===== src/sod_pkg.sv =====
`timescale 1ns / 1ps
// ----------------------------------------------------------------------------
// Sound onset detector package
// Shared constants and register map of the sound onset detector.
// ----------------------------------------------------------------------------
package sod_pkg;

    // Default largest chunk length in samples.
    localparam int SOD_MAX_CHUNK_LEN = 1024;

    // Width of the configuration data bus and of the register address.
    localparam int SOD_DATA_W = 32;
    localparam int SOD_ADDR_W = 5;

    // Register indexes, one per 32-bit word.
    typedef enum logic [2:0] {
        REG_MIN_PEAK    = 3'd0,
        REG_MIN_MEAN    = 3'd1,
        REG_MEAN_RATIO  = 3'd2,
        REG_PEAK_RATIO  = 3'd3,
        REG_FLOOR_SHIFT = 3'd4,
        REG_COOLDOWN    = 3'd5,
        REG_SETTLE      = 3'd6
    } t_reg_idx;

    // Register values after reset.
    localparam logic [15:0] RST_MIN_PEAK    = 16'd12000;
    localparam logic [15:0] RST_MIN_MEAN    = 16'd1800;
    localparam logic [15:0] RST_MEAN_RATIO  = 16'd350;
    localparam logic [15:0] RST_PEAK_RATIO  = 16'd700;
    localparam logic [3:0]  RST_FLOOR_SHIFT = 4'd4;
    localparam logic [15:0] RST_COOLDOWN    = 16'd500;
    localparam logic [15:0] RST_SETTLE      = 16'd100;

    // Ratio thresholds are given in hundredths.
    localparam logic [15:0] RATIO_SCALE = 16'd100;

    // Saturation value of the settle counter.
    localparam logic [15:0] SETTLE_SAT = 16'hFFFF;

endpackage


===== src/sound_onset_detector.sv =====
`timescale 1ns / 1ps
// ----------------------------------------------------------------------------
// Sound onset detector
// Tracks peak and mean magnitude per chunk of audio samples, follows a noise
// floor and flags chunks that rise well above it.
// ----------------------------------------------------------------------------
//
//  Channel   Handshake                 Word
//  -------   -----------------------   -------------------------------------
//  input     i_in_valid / o_in_stall   i_sample, i_last
//  output    o_out_valid / i_out_stall o_peak_mag, o_mean_mag, o_floor_level,
//                                      o_event_res
//  config    psel/penable/pwrite       paddr, pwdata, prdata (pready high)
//
// A sample that does not end its chunk leaves the input open for the next
// sample. A chunk-ending sample runs the sequencer in order: S_DIV forms the
// mean on the restoring divider, one bit per cycle, S_FLOOR updates the floor,
// S_MUL runs the shared 16x16 multiplier for the two ratio tests, and S_OUT
// loads the result.
// Reset is synchronous and active low; it loads the register defaults.
// The next chunk is accepted while a finished word waits on the output; a
// chunk end that finds the output still full waits for it to drain.
//
module sound_onset_detector
    import sod_pkg::*;
#(
    parameter int MAX_CHUNK_LEN = SOD_MAX_CHUNK_LEN
) (
    input  logic                  i_clk,
    input  logic                  i_rst_n,
    // Sample input
    input  logic                  i_in_valid,
    output logic                  o_in_stall,
    input  logic signed [15:0]    i_sample,
    input  logic                  i_last,
    // Result output
    output logic                  o_out_valid,
    input  logic                  i_out_stall,
    output logic [15:0]           o_peak_mag,
    output logic [15:0]           o_mean_mag,
    output logic [15:0]           o_floor_level,
    output logic                  o_event_res,
    // Configuration port
    input  logic                  psel,
    input  logic                  penable,
    input  logic                  pwrite,
    input  logic [SOD_ADDR_W-1:0] paddr,
    input  logic [SOD_DATA_W-1:0] pwdata,
    output logic [SOD_DATA_W-1:0] prdata,
    output logic                  pready
);

    // Widths that follow from the chunk length.
    localparam int CNT_W  = $clog2(MAX_CHUNK_LEN + 1);
    localparam int SUM_W  = $clog2(64'(MAX_CHUNK_LEN) * 64'd32768 + 64'd1);
    localparam int ITER_W = $clog2(SUM_W + 1);

    typedef enum logic [2:0] {
        S_IDLE,
        S_DIV,
        S_FLOOR,
        S_MUL,
        S_OUT
    } t_state;

    // Configuration registers.
    logic [15:0] r_min_peak;
    logic [15:0] r_min_mean;
    logic [15:0] r_mean_ratio;
    logic [15:0] r_peak_ratio;
    logic [3:0]  r_floor_shift;
    logic [15:0] r_cooldown;
    logic [15:0] r_settle;

    // Sequencer and detector state.
    t_state          r_state;
    logic [15:0]     r_chunk_peak;
    logic [SUM_W-1:0] r_chunk_sum;
    logic [CNT_W-1:0] r_chunk_count;
    logic [15:0]     r_floor;
    logic            r_floor_valid;
    logic [15:0]     r_chunks_counted;
    logic [15:0]     r_hold_off;
    logic            r_out_valid;

    // Working registers of the shared units.
    logic [15:0]      r_peak_res;
    logic [15:0]      r_mean;
    logic [SUM_W-1:0] r_quot;
    logic [CNT_W-1:0] r_rem;
    logic [CNT_W-1:0] r_divisor;
    logic [ITER_W-1:0] r_iter;
    logic [2:0]       r_mul_step;
    logic [31:0]      r_prod;
    logic [31:0]      r_lhs;
    logic             r_mean_rise;
    logic             r_peak_rise;

    // Output word registers.
    logic [15:0] r_out_peak;
    logic [15:0] r_out_mean;
    logic [15:0] r_out_floor;
    logic        r_out_event;

    // Combinational helpers.
    logic             w_cfg_wr;
    t_reg_idx         w_reg_idx;
    logic             w_accept;
    logic [15:0]      w_mag;
    logic [15:0]      w_peak_new;
    logic [SUM_W-1:0] w_sum_new;
    logic [CNT_W-1:0] w_cnt_new;
    logic             w_chunk_end;
    logic [CNT_W:0]   w_rem_sh;
    logic             w_div_bit;
    logic [15:0]      w_quot_mean;
    logic [15:0]      w_floor_up;
    logic [15:0]      w_diff_dn;
    logic [16:0]      w_step_dn;
    logic [15:0]      w_nf;
    logic [15:0]      w_mul_a;
    logic [15:0]      w_mul_b;
    logic             w_eligible;
    logic             w_loud;
    logic             w_event;
    logic             w_out_free;

    assign pready      = 1'b1;
    assign w_cfg_wr    = psel && penable && pwrite && pready;
    assign w_reg_idx   = t_reg_idx'(paddr[4:2]);
    assign o_in_stall  = (r_state != S_IDLE);
    assign w_accept    = i_in_valid && !o_in_stall;
    assign w_out_free  = !r_out_valid || !i_out_stall;

    // Register read-back.
    always_comb begin
        prdata = '0;
        unique case (w_reg_idx)
            REG_MIN_PEAK:    prdata = SOD_DATA_W'(r_min_peak);
            REG_MIN_MEAN:    prdata = SOD_DATA_W'(r_min_mean);
            REG_MEAN_RATIO:  prdata = SOD_DATA_W'(r_mean_ratio);
            REG_PEAK_RATIO:  prdata = SOD_DATA_W'(r_peak_ratio);
            REG_FLOOR_SHIFT: prdata = SOD_DATA_W'(r_floor_shift);
            REG_COOLDOWN:    prdata = SOD_DATA_W'(r_cooldown);
            REG_SETTLE:      prdata = SOD_DATA_W'(r_settle);
            default:         prdata = '0;
        endcase
    end

    // Sample magnitude and chunk accumulation; the most negative sample gives 32768.
    always_comb begin
        w_mag       = i_sample[15] ? 16'(~i_sample + 16'sd1) : 16'(i_sample);
        w_peak_new  = (w_mag > r_chunk_peak) ? w_mag : r_chunk_peak;
        w_sum_new   = r_chunk_sum + SUM_W'(w_mag);
        w_cnt_new   = r_chunk_count + CNT_W'(1);
        w_chunk_end = i_last || (w_cnt_new == CNT_W'(MAX_CHUNK_LEN));
    end

    // One step of the restoring divider.
    always_comb begin
        w_rem_sh  = {r_rem, r_quot[SUM_W-1]};
        w_div_bit = (w_rem_sh >= {1'b0, r_divisor});
    end

    // Noise floor moves: up rounds down, down rounds away from the floor.
    always_comb begin
        w_quot_mean = r_quot[15:0];
        w_floor_up  = r_floor + ((w_quot_mean - r_floor) >> r_floor_shift);
        w_diff_dn   = r_floor - w_quot_mean;
        w_step_dn   = ({1'b0, w_diff_dn} + ((17'd1 << r_floor_shift) - 17'd1))
                      >> r_floor_shift;
    end

    // Operand select of the shared multiplier.
    always_comb begin
        w_nf = (r_floor > 16'd1) ? r_floor : 16'd1;
        case (r_mul_step)
            3'd0:    begin w_mul_a = r_mean;     w_mul_b = RATIO_SCALE;  end
            3'd1:    begin w_mul_a = w_nf;       w_mul_b = r_mean_ratio; end
            3'd2:    begin w_mul_a = r_peak_res; w_mul_b = RATIO_SCALE;  end
            3'd3:    begin w_mul_a = w_nf;       w_mul_b = r_peak_ratio; end
            default: begin w_mul_a = '0;         w_mul_b = '0;           end
        endcase
    end

    // Event decision on the updated floor, settle count and cooldown.
    always_comb begin
        w_eligible = (r_chunks_counted >= r_settle) && (r_hold_off == 16'd0);
        w_loud     = (r_peak_res >= r_min_peak) && (r_mean >= r_min_mean);
        w_event    = w_eligible && w_loud && r_mean_rise && r_peak_rise;
    end

    // Sequencer, detector state and output word.
    always_ff @(posedge i_clk) begin
        if (!i_rst_n) begin
            r_min_peak       <= RST_MIN_PEAK;
            r_min_mean       <= RST_MIN_MEAN;
            r_mean_ratio     <= RST_MEAN_RATIO;
            r_peak_ratio     <= RST_PEAK_RATIO;
            r_floor_shift    <= RST_FLOOR_SHIFT;
            r_cooldown       <= RST_COOLDOWN;
            r_settle         <= RST_SETTLE;
            r_state          <= S_IDLE;
            r_chunk_peak     <= '0;
            r_chunk_sum      <= '0;
            r_chunk_count    <= '0;
            r_floor          <= '0;
            r_floor_valid    <= 1'b0;
            r_chunks_counted <= '0;
            r_hold_off       <= '0;
            r_out_valid      <= 1'b0;
        end else begin
            // Configuration writes.
            if (w_cfg_wr) begin
                unique case (w_reg_idx)
                    REG_MIN_PEAK:    r_min_peak    <= pwdata[15:0];
                    REG_MIN_MEAN:    r_min_mean    <= pwdata[15:0];
                    REG_MEAN_RATIO:  r_mean_ratio  <= pwdata[15:0];
                    REG_PEAK_RATIO:  r_peak_ratio  <= pwdata[15:0];
                    REG_FLOOR_SHIFT: r_floor_shift <= pwdata[3:0];
                    REG_COOLDOWN:    r_cooldown    <= pwdata[15:0];
                    REG_SETTLE:      r_settle      <= pwdata[15:0];
                    default:         ;
                endcase
            end

            // A new word is loaded by the last sequencer step; otherwise the
            // output word leaves when the far side takes it.
            if (r_state == S_OUT && w_out_free) begin
                r_out_valid <= 1'b1;
            end else if (r_out_valid && !i_out_stall) begin
                r_out_valid <= 1'b0;
            end

            unique case (r_state)
                S_IDLE: begin
                    if (w_accept) begin
                        if (w_chunk_end) begin
                            r_peak_res    <= w_peak_new;
                            r_quot        <= w_sum_new;
                            r_divisor     <= w_cnt_new;
                            r_rem         <= '0;
                            r_iter        <= ITER_W'(SUM_W - 1);
                            r_chunk_peak  <= '0;
                            r_chunk_sum   <= '0;
                            r_chunk_count <= '0;
                            if (r_chunks_counted != SETTLE_SAT) begin
                                r_chunks_counted <= r_chunks_counted + 16'd1;
                            end
                            r_state <= S_DIV;
                        end else begin
                            r_chunk_peak  <= w_peak_new;
                            r_chunk_sum   <= w_sum_new;
                            r_chunk_count <= w_cnt_new;
                        end
                    end
                end
                S_DIV: begin
                    r_rem  <= w_div_bit ? CNT_W'(w_rem_sh - {1'b0, r_divisor})
                                        : CNT_W'(w_rem_sh);
                    r_quot <= {r_quot[SUM_W-2:0], w_div_bit};
                    r_iter <= r_iter - ITER_W'(1);
                    if (r_iter == '0) begin
                        r_state <= S_FLOOR;
                    end
                end
                S_FLOOR: begin
                    r_mean <= w_quot_mean;
                    if (!r_floor_valid) begin
                        r_floor       <= w_quot_mean;
                        r_floor_valid <= 1'b1;
                    end else if (r_hold_off == 16'd0) begin
                        if (w_quot_mean >= r_floor) begin
                            r_floor <= w_floor_up;
                        end else begin
                            r_floor <= r_floor - w_step_dn[15:0];
                        end
                    end
                    if (r_hold_off != 16'd0) begin
                        r_hold_off <= r_hold_off - 16'd1;
                    end
                    r_mul_step <= 3'd0;
                    r_state    <= S_MUL;
                end
                S_MUL: begin
                    // Each product is registered before it is compared.
                    r_prod     <= w_mul_a * w_mul_b;
                    r_lhs      <= r_prod;
                    r_mul_step <= r_mul_step + 3'd1;
                    if (r_mul_step == 3'd2) begin
                        r_mean_rise <= (r_lhs >= r_prod);
                    end
                    if (r_mul_step == 3'd4) begin
                        r_peak_rise <= (r_lhs >= r_prod);
                        r_state     <= S_OUT;
                    end
                end
                S_OUT: begin
                    if (w_out_free) begin
                        r_out_peak  <= r_peak_res;
                        r_out_mean  <= r_mean;
                        r_out_floor <= r_floor;
                        r_out_event <= w_event;
                        if (w_event) begin
                            r_hold_off <= r_cooldown;
                        end
                        r_state <= S_IDLE;
                    end
                end
                default: r_state <= S_IDLE;
            endcase
        end
    end

    assign o_out_valid   = r_out_valid;
    assign o_peak_mag    = r_out_peak;
    assign o_mean_mag    = r_out_mean;
    assign o_floor_level = r_out_floor;
    assign o_event_res   = r_out_event;

`ifndef SYNTHESIS
    // A running chunk is always shorter than the largest chunk.
    a_count_range: assert property (@(posedge i_clk) disable iff (!i_rst_n)
        r_chunk_count < CNT_W'(MAX_CHUNK_LEN))
        else $error("chunk count reached the chunk limit");

    // The divider never runs with a zero divisor.
    a_div_nonzero: assert property (@(posedge i_clk) disable iff (!i_rst_n)
        (r_state == S_DIV) |-> (r_divisor != '0))
        else $error("divide started with zero sample count");

    // The mean of 16-bit magnitudes stays within 32768.
    a_mean_range: assert property (@(posedge i_clk) disable iff (!i_rst_n)
        (r_state == S_FLOOR) |-> (r_quot <= SUM_W'(32768)))
        else $error("chunk mean out of range");

    // A new output word only comes from the load step.
    a_out_source: assert property (@(posedge i_clk) disable iff (!i_rst_n)
        $rose(r_out_valid) |-> $past(r_state == S_OUT))
        else $error("output word raised outside the load step");

    // Before the first chunk completes, no chunk has been counted.
    a_floor_seed: assert property (@(posedge i_clk) disable iff (!i_rst_n)
        (!r_floor_valid && r_state == S_IDLE) |-> (r_chunks_counted == 16'd0))
        else $error("floor not seeded after a counted chunk");
`endif

endmodule

===== config.mk =====
export PLATFORM = sky130hd
export DESIGN_NAME = sound_onset_detector
export DESIGN_NICKNAME = d
export VERILOG_FILES = /design/src/sod_pkg.sv /design/src/sound_onset_detector.sv
export SDC_FILE = /design/constraint.sdc
export NUM_CORES = 2
export LEC_CHECK = 0
export BUFFER_PORTS_ARGS = -buffer_cell sky130_fd_sc_hd__buf_2
export CAP_MARGIN = 30
export CORE_ASPECT_RATIO = 1.2
export CORE_MARGIN = 4
export CORE_UTILIZATION = 50
export CTS_BUF_LIST = sky130_fd_sc_hd__clkbuf_8
export DETAILED_ROUTE_END_ITERATION = 8
export PLACE_DENSITY = 0.67
export SKIP_CTS_REPAIR_TIMING = 1
export SYNTH_ARGS = -nofsm -noshare
export SYNTH_HDL_FRONTEND = slang
export SYNTH_SLANG_ARGS = --single-unit
export TNS_END_PERCENT = 30

===== constraint.sdc =====
create_clock -name i_clk -period 10.6 [get_ports i_clk]
set_input_delay 1.59 -clock i_clk [delete_from_list [all_inputs] [get_ports i_clk]]
set_output_delay 1.59 -clock i_clk [all_outputs]
set_load 0.03 [all_outputs]

# [After elaboration in Yosys (flattened, before gate mapping)]
# Cells that the tools add are included.
[totals] elab_cells=165 register_bits=409 in_bits=61
[op_classes] order_cmp=8 reduce_logical=48 n_eq_ne=24 bitwise=1 n_mux=35 n_shift=3 n_addsub=14 multipliers=1
[op_table] op="2-to-1 mux 16 bit" n=10
[op_table] op="one-hot mux 16 bit (7 select lines)" n=1
[op_table] op="one-hot mux 16 bit (3 select lines)" n=2
[op_table] op="2-to-1 mux 26 bit" n=3
[op_table] op="greater-or-equal comparator 16 bit" n=4
[op_table] op="one-hot mux 26 bit (2 select lines)" n=1
[op_table] op="subtractor 16 bit" n=3
[op_table] op="2-to-1 mux 11 bit" n=4
[op_table] op="greater-or-equal comparator 32 bit" n=1
[op_table] op="multiplier 16 x 16 -> 32 bit" n=1
[op_table] op="one-hot mux 16 bit (2 select lines)" n=1
[op_table] op="adder 26 x 16 -> 26 bit" n=1
[op_table] op="AND reduction 2 bit" n=12
[op_table] op="one-hot mux 11 bit (2 select lines)" n=1
[op_table] op="== test 3 x 2 -> 1 bit (second input constant)" n=6
[op_table] op="adder 16 x 17 -> 17 bit" n=1
[op_table] op="<< shifter 1 x 4 -> 17 bit (first input constant)" n=1
[op_table] op=">> shifter 17 x 4 -> 16 bit" n=1
[op_table] op="subtractor 17 x 1 -> 17 bit (second input constant)" n=1
[op_table] op="adder 16 x 1 -> 16 bit (second input constant)" n=1
[op_table] op="adder 16 bit" n=1
[op_table] op="adder 16 x 2 -> 16 bit (second input constant)" n=1
[op_table] op="> comparator 16 x 1 -> 1 bit (second input constant)" n=1
[op_table] op="> comparator 16 bit" n=1
[op_table] op="33 further kinds" n=74

# [Longest topological paths before layout]
[depth] ltp_word=8 mapped_depth=46 ltp_nobuf=46

# [Least setup slack after synthesis]
# Ideal clock, no wire load.
[synth_timing] path_kind="register to register" startpoint="reg r_floor[1]" endpoint="reg r_floor[14]" required_ns=10.514 arrival_ns=8.134 path_slack_ns=2.381 path_stages_with_launch=43 path_cell_list="dfxtp_1 inv_1 ha_1 a21oi_1 o21ai_0 a21oi_1 o21bai_1 a21oi_1 o21bai_1 a21o_1 a21oi_1 o21ba_2 o21ba_2 o21bai_1 a21oi_1 xor2_1 ha_1 inv_1 (+7 left out) or2_2 ha_1 mux2_2 fa_1 a21o_1 a21oi_1 o21bai_1 a21oi_1 o21bai_1 a21oi_1 o21bai_1 a21o_1 a21o_1 a21oi_1 o21ai_0 xor2_1 mux2i_1 a211oi_1"
[synth_between] elab_chain_cells=7 word_cells_on_any_way=11 classes_between="add/sub: 5; order compare: 1; shift: 2; mux: 3"
[synth_lines] item="start, declared" line="sound_onset_detector.sv:80" text="logic [15:0] r_floor;"
[synth_lines] item="start signal, assigned" line="sound_onset_detector.sv:270" text="r_floor <= w_quot_mean;"
[synth_lines] item="start signal, assigned" line="sound_onset_detector.sv:274" text="r_floor <= w_floor_up;"
[synth_lines] item="start signal, assigned" line="sound_onset_detector.sv:276" text="r_floor <= r_floor - w_step_dn[15:0];"
[synth_lines] item="subtractor 16 bit" line="sound_onset_detector.sv:169" text="w_diff_dn = r_floor - w_quot_mean;"
[synth_lines] item="adder 16 x 17 -> 17 bit" line="sound_onset_detector.sv:170" text="w_step_dn = ({1'b0, w_diff_dn} + ((17'd1 << r_floor_shift) - 17'd1))"
[synth_lines] item=">> shifter 17 x 4 -> 16 bit" line="sound_onset_detector.sv:170"
[synth_lines] item="subtractor 16 bit" line="sound_onset_detector.sv:276"
[synth_lines] item="2-to-1 mux 16 bit *" line="sound_onset_detector.sv:273" text="if (w_quot_mean >= r_floor) begin"
[synth_lines] item="2-to-1 mux 16 bit *" line="sound_onset_detector.sv:272" text="end else if (r_hold_off == 16'd0) begin"
[synth_lines] item="2-to-1 mux 16 bit *" line="sound_onset_detector.sv:269" text="if (!r_floor_valid) begin"
# Mark *: on every way between the ends. The rest lies on a longest branch, timed or not. The select of a mux whose other input is x is not followed.
# A chain may end at the register's enable or synchronous reset.

# [Worst setup path in the final report]
[layout_timing] startpoint="reg r_floor[2]" endpoint="reg r_floor[15]"
# The elaborated chain is that of the path after synthesis.

==> run_results.csv <==
group,metric,value,unit
run_status,outcome,"finished clean",
logic_synthesis,synth-xor-area-share,0.0397,
logic_synthesis,yosys.cell_types.count,95,
timing,rsz0062_at_grt,"no",
timing,relSlewSlack,0.282,
placement,place_hpwl,74400,µm
logic_synthesis,muxShareOfSynthArea,0.0247,
timing,fmax,106,MHz
critical_path,crit_path_end_kind,"register",
timing,layout_setup_ws,1140,ps
grt,grt_max_degree,65,
clock_network,cts_root_buf,"clkbuf_8",
clock_network,clkSlewWorstSetupHoldPaths,60,ps
grt,grt_overflow_total,0,
timing,period_minus_slack,9460,ps
route,drc,0,
clock_network,clkLatencyLatePin,680,ps
grt,grt_pass1_wl,151000,µm
logic_synthesis,seq_area_frac_synth,0.305,
route,antenna_left,0,
power,total_leakage_power,16.0,nW
route,via_count,27900,
timing,hold_viol,0,
logic_synthesis,synth_top_family_by_area,"adder cells",
placement,place_ws,1190,ps
critical_path,required,11200,ps
critical_path,path_buf_inv,4,
cells_and_area,fin_cells,4839,
grt,antenna_found_initial,3,
critical_path,critPathMaxStageDelay,610,ps
timing,report.final.slew_viol_count,0,
power,power_density,184,nW/µm²
critical_path,arrival,10070,ps
grt,track_usage,0.267,
die,die_w,244,µm
power,irDropWorstVdd,0.000165,V
logic_synthesis,avgSynthCellArea,8.75,µm²
die,initial_core_util,0.508,
route,drt_iter0_markers,2282,
placement,portBuffers,109,
die,rows,103,
critical_path,critPathTopFamily,"compound AO/OA/AOI/OAI gates",
clock_network,numCtsBuffers,73,
die,dieHeight,292,µm
timing,fin_crit_sh,0.893,
logic_synthesis,yosysWarnings,0,
placement,dp_cells,4702,
route,routedWlPerCell,20.1,µm
timing,setup_viol,0,
route,wl,97500,µm
route,dr.pass1.iters,6,
timing,tns,0,ps
die,ios,145,
logic_synthesis,ys_ff_latch,409,
die,die_area,71300,µm²
grt,grt_pass1_vias,27100,
critical_path,cpMaxStageDelayCell,"dfxtp_1",
clock_network,htreeDepth,3,
clock_network,clockBufferDepth,3,
critical_path,crit_top_cell,"a21oi_1",
critical_path,crit_type,"register to register",
timing,fin_skew,52.7,ps
logic_synthesis,synthAdderAreaFrac,0.238,
power,power,6.69,mW
logic_synthesis,syn_area,33600,µm²
logic_synthesis,synth-simple-area-share,0.158,
route,vias_per_cell,5.76,
placement,place_congestion,0.971,
cells_and_area,drive_above_1_share,0.0874,
cells_and_area,layout-area-overhead-vs-synth,8.26,%
cells_and_area,fin_nets,4463,
critical_path,worstSetupStartpointType,"register",
logic_synthesis,async_reset_ff_frac,0,
clock_network,tritoncts,"built",
timing,worstMarginPinSlew,1080,ps
worst_hold_path,hold_path_class,"register to register",
logic_synthesis,synth_cells,3835,
logic_synthesis,synth-main-ff-cell,"dfxtp_1",
die,core,66100,µm²
logic_synthesis,synth_edf_count,203,
critical_path,cp_max_fo,7,
clock_network,cts.sinks,409,
logic_synthesis,synth_compound_area_frac,0.160,
flow_run,maxCapViolations,0,
## layer usage
| metal | track usage | vias up | share of wire |
|---|---|---|---|
| met2 | 0.459 | 991 | 0.48 |
| met5 | 0 | - | 0.000082 |
| met4 | 0.114 | 2 | 0.045 |
| met3 | 0.0427 | 241 | 0.068 |
| li1 | - | 13200 | - |
| met1 | 0.334 | 13400 | 0.40 |
## placed cells by master, fill, tap and decap left out, drive strengths merged, types with 34 or more instances in the layout
cell type    n
nand2      518
inv        484
nor2       365
ha         317
a21oi      256
dfxtp      206
edfxtp     203
fa         200
buf        155
o21ai      147
xnor2       95
clkbuf      83
a21o        81
nand3       80
a22oi       73
xor2        57
nor3        46
mux2i       42
o211ai      34
## cell type report
type,instances,area [µm²]
Tap cell,892,1120
Sequential cell,409,10200
Clock buffer,83,1140
Clock inverter,53,327
Inverter,457,1720
Fill cell,6128,29800
Timing Repair Buffer,155,898
Antenna cell,1,2.50
Multi-Input combinational cell,2789,20900
## cells by family (layout without fill, tap and decap cells)
logic type,Yosys count,count (layout)
AOI/OAI and AO/OA,829,829
xor gates and xnor gates,152,152
adders and majority gates,517,517
buffers and inverters,652,748
DFF,409,409
muxes,65,65
other,2,18
and+or+nand+nor,1209,1209
## worst register-to-register path, delay by kind of cell (launching register included)
kind,cells,cell delay (ps)
adder cells (fa/ha/maj),5,1730
XOR/XNOR,2,400
multiplexers,2,530
buffers and inverters,4,390
AO/OA/AOI/OAI,26,5010
flip-flops,1,610
AND/OR/NAND/NOR,2,790
## report_power, final
group / total [mW] / switching, mW / internal (mW) / leakage (nW)
Clock: 1.49 / 0.715 / 0.780 / 0.843
Sequential: 1.91 / 0.124 / 1.78 / 3.51
Combinational: 3.29 / 2.03 / 1.26 / 11.6
## synthesized netlist by cell type (6+ instances only)
cell      instances  area share
a211oi_1         29      0.0065
a21o_1           81       0.018
a21oi_1         256       0.038
a221oi_1         14      0.0037
a22o_1           19      0.0050
a22oi_1          73       0.016
a311oi_1          8      0.0021
a31oi_1          30      0.0056
and2_1           25      0.0047
and3_1           20      0.0037
buf_1            10      0.0011
buf_2             6     0.00089
buf_4            17      0.0038
clkbuf_1        160       0.018
dfxtp_1         206        0.12
edfxtp_1        203        0.18
fa_1            200        0.12
ha_1            317        0.12
inv_1           454       0.051
mux2_2            9      0.0030
mux2i_1          41       0.012
mux4_2           13      0.0087
nand2_1         517       0.058
nand2b_1         22      0.0041
nand3_1          80       0.012
nand4_1          22      0.0041
nor2_1          365       0.041
nor2b_1          23      0.0043
nor3_1           46      0.0069
nor3b_1           6      0.0013
nor4_1           20      0.0037
o211ai_1         33      0.0074
o21a_1           16      0.0036
o21ai_0         136       0.020
o21ai_1           9      0.0013
o21bai_1         30      0.0067
o22ai_1          13      0.0024
o31ai_1          18      0.0040
or2_2            18      0.0034
or3_1            17      0.0032
or4_1             6      0.0013
xnor2_1          95       0.025
xor2_1           57       0.015
## sequential cells by signal, summed over array words and instances (netlist names), 5 cells and up
register          flops
o_floor_level        16
o_mean_mag           16
o_peak_mag           16
r_chunk_count        11
r_chunk_peak         16
r_chunk_sum          26
r_chunks_counted     16
r_cooldown           16
r_divisor            11
r_floor              16
r_hold_off           16
r_iter                5
r_lhs                32
r_mean               16
r_mean_ratio         16
r_min_mean           16
r_min_peak           16
r_peak_ratio         16
r_peak_res           16
r_prod               32
r_quot               26
r_rem                11
r_settle             16
## path summary, 6_finish.rpt
kind                                 from                  endpoint  slack, ps  cells after the start
setup / recovery  r_floor[2]$_SDFFE_PN0P_  r_floor[15]$_SDFFE_PN0P_       1140                     41
hold / removal       r_prod[29]$_DFFE_PP_       r_lhs[29]$_DFFE_PP_        450                      0
setup reg to reg  r_floor[2]$_SDFFE_PN0P_  r_floor[15]$_SDFFE_PN0P_       1140                     41
hold reg to reg      r_prod[29]$_DFFE_PP_       r_lhs[29]$_DFFE_PP_        450                      0
## per-stage QoR
stage / hold WS [ps] / util / cell area, µm²
CTS: 448 / 0.549 / 36300
detailed placement: 434 / 0.527 / 34900
global route: 457 / 0.549 / 36300
finish: 447 / 0.549 / 36300
global placement: 430 / 0.527 / 34800
floorplan: 426 / - / 33600
Power figures use the tool's default switching activity.
